### config.mk
export PLATFORM = sky130hd
export DESIGN_NAME = chord_tone_arpeggiator_flat
export DESIGN_NICKNAME = d
export VERILOG_FILES = /design/src/rtl/arp_pkg.sv /design/src/rtl/arp_intf.sv /design/src/rtl/chord_tone_arpeggiator.sv /design/src/flat_wrapper.sv
export SDC_FILE = /design/constraint.sdc
export NUM_CORES = 2
export LEC_CHECK = 0
export BUFFER_PORTS_ARGS = -buffer_cell sky130_fd_sc_hd__buf_2
export CAP_MARGIN = 20
export CORE_MARGIN = 2
export CORE_UTILIZATION = 56
export DETAILED_ROUTE_END_ITERATION = 10
export GPL_ROUTABILITY_DRIVEN = 0
export PLACE_DENSITY = 0.78
export SYNTH_ARGS = -nofsm -noshare
export SYNTH_HDL_FRONTEND = slang
export SYNTH_SLANG_ARGS = --single-unit
### constraint.sdc
create_clock -name clk -period 9.55 [get_ports clk]
set_input_delay 1.91 -clock clk [delete_from_list [all_inputs] [get_ports clk]]
set_output_delay 1.91 -clock clk [all_outputs]
set_load 0.01 [all_outputs]
### src/rtl/arp_pkg.sv
// Shared types and constants for the chord tone arpeggiator.
// Holds the beat payloads, status and register codes, and the chord shape table.
// No dependencies.
package arp_pkg;

    localparam int ADDR_W = 6;
    localparam int DATA_W = 64;
    localparam logic signed [12:0] OCTAVE_SEMIS = 13'sd12;
    localparam logic signed [12:0] TOP_PITCH = 13'sd127;

    typedef enum logic [2:0] {
        ST_NOTE    = 3'd0,
        ST_REST    = 3'd1,
        ST_BAD_KIND = 3'd2,
        ST_PITCH   = 3'd3,
        ST_CONFIG  = 3'd4,
        ST_ABORT   = 3'd5
    } arp_status_t;

    typedef enum logic [2:0] {
        REG_SEED     = 3'd0,
        REG_STEP     = 3'd1,
        REG_GATE     = 3'd2,
        REG_OCTAVE   = 3'd3,
        REG_VELOCITY = 3'd4,
        REG_CLIP     = 3'd5,
        REG_LIMIT    = 3'd6
    } arp_reg_t;

    typedef enum logic [3:0] {
        KIND_MAJ   = 4'd0,
        KIND_MIN   = 4'd1,
        KIND_DIM   = 4'd2,
        KIND_AUG   = 4'd3,
        KIND_DOM7  = 4'd4,
        KIND_MAJ7  = 4'd5,
        KIND_MIN7  = 4'd6,
        KIND_HDIM7 = 4'd7,
        KIND_SUS2  = 4'd8,
        KIND_SUS4  = 4'd9
    } arp_kind_t;

    typedef struct packed {
        logic       harmony_present;
        logic [3:0] chord_kind;
        logic [6:0] root_offset;
    } arp_step_t;

    typedef struct packed {
        logic        note_valid;
        logic [31:0] start_tick;
        logic [31:0] note_length;
        logic [6:0]  note_pitch;
        logic [15:0] note_level;
        logic [2:0]  status;
        logic        last_step;
    } arp_note_t;

    typedef struct packed {
        logic [2:0]      count;
        logic [3:0][3:0] iv;
    } arp_shape_t;

    function automatic arp_shape_t chord_shape(input logic [3:0] kind);
        arp_shape_t s;
        s.count = 3'd0;
        s.iv = '0;
        unique case (kind)
            KIND_MAJ:   begin s.count = 3'd3; s.iv = {4'd0, 4'd7, 4'd4, 4'd0}; end
            KIND_MIN:   begin s.count = 3'd3; s.iv = {4'd0, 4'd7, 4'd3, 4'd0}; end
            KIND_DIM:   begin s.count = 3'd3; s.iv = {4'd0, 4'd6, 4'd3, 4'd0}; end
            KIND_AUG:   begin s.count = 3'd3; s.iv = {4'd0, 4'd8, 4'd4, 4'd0}; end
            KIND_DOM7:  begin s.count = 3'd4; s.iv = {4'd10, 4'd7, 4'd4, 4'd0}; end
            KIND_MAJ7:  begin s.count = 3'd4; s.iv = {4'd11, 4'd7, 4'd4, 4'd0}; end
            KIND_MIN7:  begin s.count = 3'd4; s.iv = {4'd10, 4'd7, 4'd3, 4'd0}; end
            KIND_HDIM7: begin s.count = 3'd4; s.iv = {4'd10, 4'd6, 4'd3, 4'd0}; end
            KIND_SUS2:  begin s.count = 3'd3; s.iv = {4'd0, 4'd7, 4'd2, 4'd0}; end
            KIND_SUS4:  begin s.count = 3'd3; s.iv = {4'd0, 4'd7, 4'd5, 4'd0}; end
            default:    begin s.count = 3'd0; s.iv = '0; end
        endcase
        return s;
    endfunction

endpackage

### src/rtl/arp_intf.sv
// Valid/ready channel interfaces for step beats and note beats.
// Depends on arp_pkg for the payload structs.
interface arp_step_if import arp_pkg::*; ();
    logic      valid;
    logic      ready;
    arp_step_t data;

    modport source (output valid, output data, input ready);
    modport sink (input valid, input data, output ready);
endinterface

interface arp_note_if import arp_pkg::*; ();
    logic      valid;
    logic      ready;
    arp_note_t data;

    modport source (output valid, output data, input ready);
    modport sink (input valid, input data, output ready);
endinterface

### src/rtl/chord_tone_arpeggiator.sv
// Chord tone arpeggiator: one note beat per step beat, APB register file,
// step-count divider and a two-entry output buffer. Depends on arp_pkg, arp_intf.
// Note beats are registered; the output register plus skid entry decouple stalls.
// Throughput: one step per cycle while the skid entry is empty and the divider idle.
// A write to step_length or clip_length reruns a 32-step restoring divider:
// step_in.ready stays low while the divider loads and runs.
// Reset (rst_n, async, active low) empties the buffer and sets registers to defaults.
module chord_tone_arpeggiator import arp_pkg::*; #(
    parameter int TICK_BITS = 32,
    parameter int MAX_STEPS = 1024
) (
    input  logic                clk,
    input  logic                rst_n,
    arp_step_if.sink            step_in,
    arp_note_if.source          note_out,
    input  logic                psel,
    input  logic                penable,
    input  logic                pwrite,
    input  logic [ADDR_W-1:0]   paddr,
    input  logic [DATA_W-1:0]   pwdata,
    output logic [DATA_W-1:0]   prdata,
    output logic                pready
);

    localparam int CMP_W = (TICK_BITS > 32) ? TICK_BITS : 32;
    localparam logic [32:0] MAX_STEPS_W = 33'(MAX_STEPS);

    function automatic logic [1:0] mod3_64(input logic [63:0] v);
        logic [6:0] acc;
        logic [3:0] fold;
        logic [2:0] f2;
        acc = '0;
        for (int i = 0; i < 32; i++) begin
            acc = acc + 7'(v[2*i +: 2]);
        end
        fold = 4'(acc[1:0]) + 4'(acc[3:2]) + 4'(acc[5:4]) + 4'(acc[6]);
        f2 = 3'(fold[1:0]) + 3'(fold[3:2]);
        if (f2 >= 3'd3) begin
            f2 = f2 - 3'd3;
        end
        return f2[1:0];
    endfunction

    // configuration registers
    logic [63:0]       seed_reg;
    logic [1:0]        seed_mod3_reg;
    logic [31:0]       step_length_reg;
    logic [31:0]       gate_length_reg;
    logic signed [7:0] base_octave_reg;
    logic [15:0]       velocity_reg;
    logic [31:0]       clip_length_reg;
    logic [10:0]       note_limit_reg;

    // step state
    logic [31:0]          counter_reg, counter_next;
    logic [1:0]           count_mod3_reg, count_mod3_next;
    logic [TICK_BITS-1:0] tick_reg, tick_next;
    logic                 error_reg, error_next;

    // divider
    logic        div_load_reg;
    logic        div_active_reg;
    logic [5:0]  div_cnt_reg;
    logic [31:0] div_rem_reg, div_rem_next;
    logic [31:0] div_quo_reg, div_quo_next;
    logic [32:0] div_shift;
    logic        div_bit;
    logic [31:0] last_index_reg;
    logic        busy;

    // output buffer
    logic      out_valid_reg, out_valid_next;
    logic      skid_valid_reg, skid_valid_next;
    arp_note_t out_data_reg, out_data_next;
    arp_note_t skid_data_reg, skid_data_next;

    logic      cfg_wr;
    arp_reg_t  reg_idx;
    logic      push;
    logic      pop;

    // step datapath
    arp_note_t          result;
    logic               last;
    logic [32:0]        steps;
    logic [32:0]        lim;
    logic               cfg_bad;
    arp_shape_t         shape;
    logic               seed_carry;
    logic [2:0]         mod3_sum;
    logic [1:0]         tone3;
    logic [1:0]         tone4;
    logic [1:0]         tone_idx;
    logic [3:0]         interval;
    logic signed [12:0] oct_ext;
    logic signed [12:0] pitch_s;
    logic [CMP_W-1:0]   tick_ext;
    logic [CMP_W-1:0]   clip_ext;
    logic [31:0]        ticks_left;
    arp_status_t        status;

    assign pready  = 1'b1;
    assign cfg_wr  = psel && penable && pwrite;
    assign reg_idx = arp_reg_t'(paddr[5:3]);

    always_comb
    begin
        unique case (reg_idx)
            REG_SEED:     prdata = seed_reg;
            REG_STEP:     prdata = 64'(step_length_reg);
            REG_GATE:     prdata = 64'(gate_length_reg);
            REG_OCTAVE:   prdata = 64'(unsigned'(base_octave_reg));
            REG_VELOCITY: prdata = 64'(velocity_reg);
            REG_CLIP:     prdata = 64'(clip_length_reg);
            REG_LIMIT:    prdata = 64'(note_limit_reg);
            default:      prdata = '0;
        endcase
    end

    always_ff @(posedge clk or negedge rst_n)
    begin
        if (!rst_n)
        begin
            seed_reg        <= '0;
            seed_mod3_reg   <= '0;
            step_length_reg <= 32'd1;
            gate_length_reg <= 32'd1;
            base_octave_reg <= 8'sd4;
            velocity_reg    <= 16'd100;
            clip_length_reg <= 32'd1;
            note_limit_reg  <= 11'd1024;
        end
        else if (cfg_wr)
        begin
            unique case (reg_idx)
                REG_SEED:
                begin
                    seed_reg      <= pwdata;
                    seed_mod3_reg <= mod3_64(pwdata);
                end
                REG_STEP:     step_length_reg <= pwdata[31:0];
                REG_GATE:     gate_length_reg <= pwdata[31:0];
                REG_OCTAVE:   base_octave_reg <= signed'(pwdata[7:0]);
                REG_VELOCITY: velocity_reg    <= pwdata[15:0];
                REG_CLIP:     clip_length_reg <= pwdata[31:0];
                REG_LIMIT:    note_limit_reg  <= pwdata[10:0];
                default:      ;
            endcase
        end
    end

    // step count divider: last index = (clip_length - 1) / step_length
    assign busy      = div_load_reg || div_active_reg;
    assign div_shift = {div_rem_reg, div_quo_reg[31]};
    assign div_bit   = div_shift >= {1'b0, step_length_reg};

    always_comb
    begin
        div_rem_next = div_bit ? 32'(div_shift - {1'b0, step_length_reg}) : div_shift[31:0];
        div_quo_next = {div_quo_reg[30:0], div_bit};
    end

    always_ff @(posedge clk or negedge rst_n)
    begin
        if (!rst_n)
        begin
            div_load_reg   <= 1'b0;
            div_active_reg <= 1'b0;
            div_cnt_reg    <= '0;
            last_index_reg <= '0;
        end
        else
        begin
            div_load_reg <= cfg_wr && (reg_idx == REG_STEP || reg_idx == REG_CLIP);
            if (div_load_reg)
            begin
                div_active_reg <= 1'b1;
                div_cnt_reg    <= 6'd32;
            end
            else if (div_active_reg)
            begin
                div_cnt_reg <= div_cnt_reg - 6'd1;
                if (div_cnt_reg == 6'd1)
                begin
                    div_active_reg <= 1'b0;
                    last_index_reg <= (step_length_reg == '0 || clip_length_reg == '0)
                                      ? '0 : div_quo_next;
                end
            end
        end
    end

    always_ff @(posedge clk)
    begin
        if (div_load_reg)
        begin
            div_rem_reg <= '0;
            div_quo_reg <= clip_length_reg - 32'd1;
        end
        else if (div_active_reg)
        begin
            div_rem_reg <= div_rem_next;
            div_quo_reg <= div_quo_next;
        end
    end

    // step result
    always_comb
    begin
        steps   = {1'b0, last_index_reg} + 33'd1;
        lim     = (33'(note_limit_reg) < MAX_STEPS_W) ? 33'(note_limit_reg) : MAX_STEPS_W;
        last    = counter_reg >= last_index_reg;
        cfg_bad = step_length_reg == '0 || gate_length_reg == '0
                  || gate_length_reg > step_length_reg
                  || base_octave_reg < -8'sd1 || base_octave_reg > 8'sd7
                  || velocity_reg == '0 || clip_length_reg == '0
                  || note_limit_reg == '0 || steps > lim;

        shape      = chord_shape(step_in.data.chord_kind);
        seed_carry = 64'(counter_reg) > ~seed_reg;
        mod3_sum   = 3'(seed_mod3_reg) + 3'(count_mod3_reg) + (seed_carry ? 3'd2 : 3'd0);
        priority if (mod3_sum >= 3'd6)
            tone3 = 2'(mod3_sum - 3'd6);
        else if (mod3_sum >= 3'd3)
            tone3 = 2'(mod3_sum - 3'd3);
        else
            tone3 = mod3_sum[1:0];
        tone4    = seed_reg[1:0] + counter_reg[1:0];
        tone_idx = (shape.count == 3'd4) ? tone4 : tone3;
        interval = shape.iv[tone_idx];

        oct_ext = 13'(base_octave_reg);
        pitch_s = (oct_ext + 13'sd1) * OCTAVE_SEMIS
                  + $signed({6'b0, step_in.data.root_offset})
                  + $signed({9'b0, interval});

        tick_ext   = CMP_W'(tick_reg);
        clip_ext   = CMP_W'(clip_length_reg);
        ticks_left = (tick_ext < clip_ext) ? 32'(clip_ext - tick_ext) : '0;

        result = '0;
        priority if (error_reg)
            status = ST_ABORT;
        else if (cfg_bad)
            status = ST_CONFIG;
        else if (!step_in.data.harmony_present)
        begin
            status = ST_REST;
            result.start_tick = 32'(tick_ext);
        end
        else if (shape.count == 3'd0)
            status = ST_BAD_KIND;
        else if (pitch_s < 13'sd0 || pitch_s > TOP_PITCH)
            status = ST_PITCH;
        else
        begin
            status = ST_NOTE;
            result.note_valid  = 1'b1;
            result.start_tick  = 32'(tick_ext);
            result.note_length = (gate_length_reg < ticks_left) ? gate_length_reg : ticks_left;
            result.note_pitch  = pitch_s[6:0];
            result.note_level  = velocity_reg;
        end
        result.status    = status;
        result.last_step = last;
    end

    // state advance
    assign step_in.ready = !skid_valid_reg && !busy;
    assign push = step_in.valid && step_in.ready;
    assign pop  = out_valid_reg && note_out.ready;

    always_comb
    begin
        counter_next    = counter_reg;
        count_mod3_next = count_mod3_reg;
        tick_next       = tick_reg;
        error_next      = error_reg;
        if (push)
        begin
            if (last)
            begin
                counter_next    = '0;
                count_mod3_next = '0;
                tick_next       = '0;
                error_next      = 1'b0;
            end
            else
            begin
                counter_next    = counter_reg + 32'd1;
                count_mod3_next = (count_mod3_reg == 2'd2) ? 2'd0 : count_mod3_reg + 2'd1;
                tick_next       = tick_reg + TICK_BITS'(step_length_reg);
                error_next      = error_reg || status == ST_BAD_KIND
                                  || status == ST_PITCH || status == ST_CONFIG;
            end
        end
    end

    always_ff @(posedge clk or negedge rst_n)
    begin
        if (!rst_n)
        begin
            counter_reg    <= '0;
            count_mod3_reg <= '0;
            tick_reg       <= '0;
            error_reg      <= 1'b0;
        end
        else
        begin
            counter_reg    <= counter_next;
            count_mod3_reg <= count_mod3_next;
            tick_reg       <= tick_next;
            error_reg      <= error_next;
        end
    end

    // output register and skid entry
    always_comb
    begin
        out_valid_next  = out_valid_reg;
        skid_valid_next = skid_valid_reg;
        out_data_next   = out_data_reg;
        skid_data_next  = skid_data_reg;
        if (!out_valid_reg || pop)
        begin
            if (skid_valid_reg)
            begin
                out_valid_next  = 1'b1;
                out_data_next   = skid_data_reg;
                skid_valid_next = push;
                skid_data_next  = result;
            end
            else
            begin
                out_valid_next = push;
                out_data_next  = result;
            end
        end
        else if (push)
        begin
            skid_valid_next = 1'b1;
            skid_data_next  = result;
        end
    end

    always_ff @(posedge clk or negedge rst_n)
    begin
        if (!rst_n)
        begin
            out_valid_reg  <= 1'b0;
            skid_valid_reg <= 1'b0;
        end
        else
        begin
            out_valid_reg  <= out_valid_next;
            skid_valid_reg <= skid_valid_next;
        end
    end

    always_ff @(posedge clk)
    begin
        out_data_reg  <= out_data_next;
        skid_data_reg <= skid_data_next;
    end

    assign note_out.valid = out_valid_reg;
    assign note_out.data  = out_data_reg;

    a_skid_behind_out: assert property (@(posedge clk) disable iff (!rst_n)
        skid_valid_reg |-> out_valid_reg)
        else $error("skid entry held without output entry");

    a_clip_end_clears: assert property (@(posedge clk) disable iff (!rst_n)
        (push && last) |=> (counter_reg == '0 && tick_reg == '0 && !error_reg))
        else $error("state not cleared after last step");

    a_error_no_note: assert property (@(posedge clk) disable iff (!rst_n)
        (out_valid_reg && out_data_reg.status != ST_NOTE)
        |-> (!out_data_reg.note_valid && out_data_reg.note_length == '0))
        else $error("note fields set on a non-note beat");

    a_busy_blocks: assert property (@(posedge clk) disable iff (!rst_n)
        div_active_reg |-> !push)
        else $error("step accepted while step count is stale");

endmodule
### src/flat_wrapper.sv
// flat-port wrapper written by rule: the top's interface ports become plain ports
module chord_tone_arpeggiator_flat import arp_pkg::*;
#(
    parameter int TICK_BITS = 32,
    parameter int MAX_STEPS = 1024
)
  (clk, rst_n, psel, penable, pwrite, paddr, pwdata, prdata, pready, step_in_valid, step_in_data, step_in_ready, note_out_valid, note_out_data, note_out_ready);
  arp_step_if step_in_i ();
  arp_note_if note_out_i ();
  input  logic clk;
  input  logic rst_n;
  input  logic psel;
  input  logic penable;
  input  logic pwrite;
  input  logic [ADDR_W-1:0] paddr;
  input  logic [DATA_W-1:0] pwdata;
  output logic [DATA_W-1:0] prdata;
  output logic pready;
  input wire logic [$bits(step_in_i.valid)-1:0] step_in_valid;
  input wire logic [$bits(step_in_i.data)-1:0] step_in_data;
  output wire logic [$bits(step_in_i.ready)-1:0] step_in_ready;
  output wire logic [$bits(note_out_i.valid)-1:0] note_out_valid;
  output wire logic [$bits(note_out_i.data)-1:0] note_out_data;
  input wire logic [$bits(note_out_i.ready)-1:0] note_out_ready;
  assign step_in_i.valid = step_in_valid;
  assign step_in_i.data = step_in_data;
  assign step_in_ready = step_in_i.ready;
  assign note_out_valid = note_out_i.valid;
  assign note_out_data = note_out_i.data;
  assign note_out_i.ready = note_out_ready;
  chord_tone_arpeggiator #(.TICK_BITS(TICK_BITS), .MAX_STEPS(MAX_STEPS)) u_core (.clk(clk), .rst_n(rst_n), .step_in(step_in_i), .note_out(note_out_i), .psel(psel), .penable(penable), .pwrite(pwrite), .paddr(paddr), .pwdata(pwdata), .prdata(prdata), .pready(pready));
endmodule
Word level (Yosys, flattened, before mapping)
Memories as Yosys holds them, arrays and structs flattened.
Index checks and enable logic that the tools add are counted.

word-level totals
  bits in registers = 554
  bits in read-only memories = 208
  input port bits = 89
  output and inout port bits = 159
  logic and storage cells = 207
  memories = 1

cells by class
  add/sub/neg operators = 52
  multiply operators = 1
  magnitude comparators = 16
  eq/ne operators = 13
  multiplexer cells = 45
  bitwise gates (word level) = 2
  reductions and logical operators = 43

memories
  memory           depth  width  read ports  clocked after Yosys merged registers in  wr ports  RTL line       RTL
  (no name shown)  16     13     1           0                                        0         arp_pkg.sv:68  unique case (kind)

operators by type and width
  operator                                                              number
  64-bit case mux with 7 select lines                                   1
  92-bit two-way mux                                                    4
  88-bit two-way mux                                                    4
  32-bit two-way mux                                                    9
  7-bit by 2-bit adder with 7-bit output                                30
  32-bit logical NOT                                                    3
  32-bit by 64-bit > comparator with 1-bit output                       1
  32-bit less-than comparator                                           2
  64-bit NOT                                                            1
  32-bit subtractor                                                     2
  55-bit two-way mux                                                    1
  32-bit by 1-bit adder with 33-bit output, second input constant       1
  33-bit by 32-bit >= comparator with 1-bit output                      1
  33-bit > comparator                                                   1
  32-bit by 1-bit adder with 32-bit output, second input constant       1
  32-bit adder                                                          1
  32-bit >= comparator                                                  1
  32-bit > comparator                                                   1
  32-bit by 1-bit subtractor with 32-bit output, second input constant  1
  2-bit two-way mux                                                     9
  16-bit logical NOT                                                    1
  1-bit logical OR                                                      16
  2-bit AND reduction                                                   8
  3-bit equality test, second input constant                            5
  other kinds (38)                                                      67

Logic depth before layout (Yosys ltp)
  depth in word-level cells = 37
  gate-level depth with buffers = 41
  depth with buffers taken out = 39

Least setup slack after synthesis
OpenSTA, ideal clock, no wires.

  path type = input to register
  start = input note_out_ready
  end = register u_core.skid_data_reg[0] (netlist name), enable pin
  library setup time = 0.670 ns
  arrival = 10.923 ns
  required time = 8.880 ns
  path slack = -2.042 ns
  cell stages on the path = 2
  path buffers = 0
  cells stage by stage = nand2b_1 -> o21ai_0

on the way
  cells in the longest elaborated chain, start to end = 4
  elaborated cells between the ends (all ways) = 5
  those cells by class = 1 x eq/ne; 4 x reduce/logical

ends and longest elaborated chain
  item                                                                                      RTL line                       RTL
  start: declaration                                                                        flat_wrapper.sv:24             input wire logic [$bits(note_out_i.ready)-1:0] note_out_ready;
  1-bit logical AND (*)                                                                     chord_tone_arpeggiator.sv:271  assign pop = out_valid_reg && note_out.ready;
  1-bit logical OR (*)                                                                      chord_tone_arpeggiator.sv:324  if (!out_valid_reg || pop)
  2-bit by 1-bit != test with 1-bit output (no line) or 2-bit nonzero test (tied branches)  --
  2-bit AND reduction (no line) (*)                                                         --
  end signal: assignment                                                                    chord_tone_arpeggiator.sv:363  skid_data_reg <= skid_data_next;
  end: declaration                                                                          chord_tone_arpeggiator.sv:75   arp_note_t skid_data_reg, skid_data_next;

Every way passes the cells marked *; elsewhere a longest branch is shown, timed or not.
A chain may end at the register's enable or synchronous reset.

Worst setup path in the final report
  start = input pwdata[2]
  end = register u_core.seed_mod3_reg[0]

on the way
  cells in the longest elaborated chain, start to end = 37
  elaborated cells between the ends (all ways) = 38
  those cells by class = 36 x add/sub; 1 x order compare; 1 x mux

ends and longest elaborated chain
  item                                                                                RTL line                                                    RTL
  start: declaration                                                                  flat_wrapper.sv:16                                          input logic [DATA_W-1:0] pwdata;
  2-bit by 2-bit adder with 3-bit output (*)                                          chord_tone_arpeggiator.sv:34                                acc = acc + 7'(v[2*i +: 2]);
  7-bit by 2-bit adder with 7-bit output (*) (30 in a row)                            chord_tone_arpeggiator.sv:34
  2-bit by 2-bit adder with 3-bit output                                              chord_tone_arpeggiator.sv:36                                fold = 4'(acc[1:0]) + 4'(acc[3:2]) + 4'(acc[5:4]) + 4'(acc[6]);
  4-bit by 2-bit adder with 4-bit output                                              chord_tone_arpeggiator.sv:36
  4-bit by 1-bit adder with 4-bit output (*)                                          chord_tone_arpeggiator.sv:36
  2-bit by 2-bit adder with 3-bit output (*)                                          chord_tone_arpeggiator.sv:37                                f2 = 3'(fold[1:0]) + 3'(fold[3:2]);
  3-bit by 2-bit >= comparator with 1-bit output or 2-bit subtractor (tied branches)  chord_tone_arpeggiator.sv:38, chord_tone_arpeggiator.sv:39
  2-bit two-way mux (*)                                                               chord_tone_arpeggiator.sv:38                                if (f2 >= 3'd3) begin
  end signal: assignment                                                              chord_tone_arpeggiator.sv:139                               seed_mod3_reg <= mod3_64(pwdata);
  end: declaration                                                                    chord_tone_arpeggiator.sv:46                                logic [1:0] seed_mod3_reg;

Marked as above.

==> impl_metrics.tcl <==
set metrics [dict create \
    run_status "completed" \
    floorplan.die.height_um 258 \
    clk_pin_slew_worst_paths_ns 0.06 \
    ios 248 \
    initial_antenna_violation_count 7 \
    synthesis.instances 3726 \
    ys_dominant_reg_cell "sky130_fd_sc_hd__dfrtp_1" \
    synth_enable_flop_cells 216 \
    finalSetupViolations 0 \
    synthDistinctLibCells 82 \
    post_synth.cell_area_avg_um2 9.696 \
    chipWidth_um 258 \
    drive_gt1_frac 0.1554 \
    wire_length_of_the_first_global_routing_pass_mm 165.4 \
    clock_latency_ns 0.67 \
    synthTopCellsByArea "sky130_fd_sc_hd__dfrtp_1 21%, sky130_fd_sc_hd__edfxtp_1 18%, sky130_fd_sc_hd__ha_1 10%" \
    met1_length_mm 42.48 \
    ys_seq_area_frac 0.4095 \
    worstPathArrival_ns 9.86 \
    io_buffers 243 \
    top_count_cell_post_synth "sky130_fd_sc_hd__nand2_1" \
    synth-warning-count 0 \
    cts_buffers 59 \
    final.period_utilization 0.9779 \
    finish.utilization 0.6334 \
    number_of_global_route_vias_before_repair 28730 \
    initial_core_util 0.5635 \
    async_flop_share 0.5523 \
    hp-class "reg2reg" \
    grt_remaining_overflow 0 \
    clock_sinks 554 \
    final.min_clock_period_ns 9.339 \
    clock.fmax_mhz 107.1 \
    dr_wl_met2_mm 48.79 \
    critPathCaptureType "flip-flop" \
    max-cap-violations 0 \
    fp.coreArea_mm2 0.06412 \
    cts_tree "done" \
    antenna_violating_nets_post_route 0 \
    dp_hpwl_mm 81.27 \
    type_of_the_worst_setup_path "in2reg" \
    wire_per_inst_um 22.62 \
    gr-usage-all-layers 0.3228 \
    total_of_hold_buffers_inserted_after_clock_tree_synthesis 0 \
    wl_met3_mm 11.52 \
    hold_ws_ns 0.4927 \
    first_drt_iteration_drcs 3507 \
    timing.slew.headroom 0.2721 \
    syn2layout_area_growth_pct 12.41 \
    remaining_drc_errors 0 \
    synth_largest_area_cell "sky130_fd_sc_hd__dfrtp_1" \
    drt-pass1-iter-count 8 \
    vias 29990 \
    ctsHtreeMaxLevel 2 \
    grt_setup_unrepaired "yes" \
    post-synth-top-area-fraction 0.2064 \
    synth_top_cells_by_count "413 x sky130_fd_sc_hd__nand2_1, 307 x sky130_fd_sc_hd__nor2_1, 298 x sky130_fd_sc_hd__dfrtp_1, 293 x sky130_fd_sc_hd__ha_1, 281 x sky130_fd_sc_hd__inv_1" \
    wirelength_mm 109.4 \
    max_slew.worst_pin.slew_ns 1.092 \
    final_max_slew_viol_count 0 \
    nFillCells 5145 \
    fin_nets 4380 \
    critPathMaxFanout 2 \
    die-area_mm2 0.06656 \
    rows 93 \
    maximum_number_of_pins_on_one_net_before_global_route_repair 107 \
    worst_endpoint_required_time_ns 10.07 \
    final_hold_viol_count 0 \
    synth_area_mm2 0.03613 \
    clk_path_buf_depth 3 \
    clock-root-buffer "sky130_fd_sc_hd__clkbuf_16" \
    total_of_flip_flops_plus_latches_after_synthesis 554 \
    highest_layer "met5" \
    post_synthesis_net_count 4179 \
    clock_skew_ns 0.04021 \
    startpoint_type "input port" \
    vias_per_cell 6.199 \
]
final cells by class:
type / instances / area [um2] / area share
clock buffers: 74 / 1595 / 0.03928
well taps: 855 / 1070 / 0.02634
repair buffers: 299 / 1787 / 0.04400
inverters: 281 / 1055 / 0.02597
flip-flops and latches: 554 / 14800 / 0.3645
multi-input cells: 2732 / 19800 / 0.4876
clock inverters: 37 / 488.0 / 0.01202
diodes: 6 / 15.01 / 0.0003697
path summary, 6_finish.rpt:
check | from | end | slack, ns | cells after the start
hold / removal | u_core.div_rem_reg[30] | u_core.div_rem_reg[30] | 0.49 | 2
hold reg to reg | u_core.div_rem_reg[30] | u_core.div_rem_reg[30] | 0.49 | 2
setup reg to reg | u_core.counter_reg[1] | u_core.note_out.data[55] | 0.60 | 39
min in group asynchronous | rst_n | u_core.counter_reg[27] | 1.26 | 1
setup / recovery | pwdata[2] | u_core.seed_mod3_reg[0] | 0.21 | 27
max in group asynchronous | rst_n | u_core.skid_valid_reg | 6.79 | 2
cells in the final DEF (no fill, tap or decap), types with 25 or more instances in the layout:
master                      instances
sky130_fd_sc_hd__xor2_1            65
sky130_fd_sc_hd__nor4_1            50
sky130_fd_sc_hd__o31ai_1           92
sky130_fd_sc_hd__dfrtp_1          295
sky130_fd_sc_hd__o22ai_1           64
sky130_fd_sc_hd__ha_1             288
sky130_fd_sc_hd__and2_1            40
sky130_fd_sc_hd__a31oi_1           26
sky130_fd_sc_hd__fa_1              68
sky130_fd_sc_hd__clkbuf_16         61
sky130_fd_sc_hd__buf_2            240
sky130_fd_sc_hd__inv_1            277
sky130_fd_sc_hd__nor2_1           306
sky130_fd_sc_hd__a21o_1            83
sky130_fd_sc_hd__o21ai_0          184
sky130_fd_sc_hd__nand4_1           72
sky130_fd_sc_hd__nand3_1           56
sky130_fd_sc_hd__dfxtp_1           32
sky130_fd_sc_hd__edfxtp_1         216
sky130_fd_sc_hd__nor3_1            36
sky130_fd_sc_hd__nor2b_1           29
sky130_fd_sc_hd__nand2b_1          25
sky130_fd_sc_hd__mux2_2           146
sky130_fd_sc_hd__o21a_1            29
sky130_fd_sc_hd__buf_4             46
sky130_fd_sc_hd__a211oi_1          43
sky130_fd_sc_hd__a22oi_1           50
sky130_fd_sc_hd__mux2i_1           47
sky130_fd_sc_hd__xnor2_1          106
sky130_fd_sc_hd__nand2_1          413
sky130_fd_sc_hd__a21oi_1          179
kinds of logic (layout without fill, tap and decap cells):
| group | after synthesis | after routing | share of synthesized area |
|---|---|---|---|
| adder cells (fa/ha/maj) | 364 | 364 | 0.1408 |
| multiplexers | 194 | 194 | 0.05884 |
| buffers and inverters | 441 | 691 | 0.04700 |
| AO/OA/AOI/OAI | 875 | 875 | 0.1583 |
| other | 1 | 7 | 0.0001038 |
| flip-flops | 554 | 554 | 0.4095 |
| XOR/XNOR | 172 | 172 | 0.04170 |
| AND/OR/NAND/NOR | 1125 | 1126 | 0.1438 |
worst max-delay path: stages:
cell and delay [ns]:
sky130_fd_sc_hd__buf_8 0.10, sky130_fd_sc_hd__ha_4 0.15, sky130_fd_sc_hd__fa_1 0.58, sky130_fd_sc_hd__inv_2 0.05, sky130_fd_sc_hd__fa_1 0.51, sky130_fd_sc_hd__inv_2 0.04, sky130_fd_sc_hd__fa_1 0.49, sky130_fd_sc_hd__buf_12 0.17
sky130_fd_sc_hd__fa_1 0.50, sky130_fd_sc_hd__fa_1 0.43, sky130_fd_sc_hd__fa_1 0.51, sky130_fd_sc_hd__fa_1 0.43, sky130_fd_sc_hd__fa_1 0.52, sky130_fd_sc_hd__ha_4 0.20, sky130_fd_sc_hd__fa_1 0.46, sky130_fd_sc_hd__ha_2 0.21
sky130_fd_sc_hd__fa_2 0.50, sky130_fd_sc_hd__fa_2 0.36, sky130_fd_sc_hd__xor2_1 0.17, sky130_fd_sc_hd__ha_2 0.19, sky130_fd_sc_hd__inv_2 0.04, sky130_fd_sc_hd__fa_1 0.55, sky130_fd_sc_hd__inv_1 0.05, sky130_fd_sc_hd__ha_2 0.17
sky130_fd_sc_hd__nor3b_2 0.22, sky130_fd_sc_hd__a21oi_1 0.06, sky130_fd_sc_hd__mux2_4 0.26
routing by layer:
layer	global-route usage	vias up
met5	0	-
li1	-	13790
met2	0.5027	1568
met3	0.08539	343
met4	0.1718	8
met1	0.4134	14280
stage by stage:
stage	setup WS, ns	cells	area, um2	TNS (ns)
final	0.2111	4838	40610	0
after detailed placement	-0.6033	4715	38320	-1.169
after CTS	0.004753	4826	40400	0
after global routing	-0.02146	4833	40600	-0.02146
after floorplan	0.03987	3726	36140	0
after global placement	-0.5043	4714	38300	-0.9588
repair_timing:
item / CTS / global route
buffers inserted: 0 / 2
endpoints found under the setup margin: 0 / 101
resized for setup: 0 / 30
Power is not shown: default switching activity piles up to over one toggle a cycle in this logic, so the estimate is an artifact.
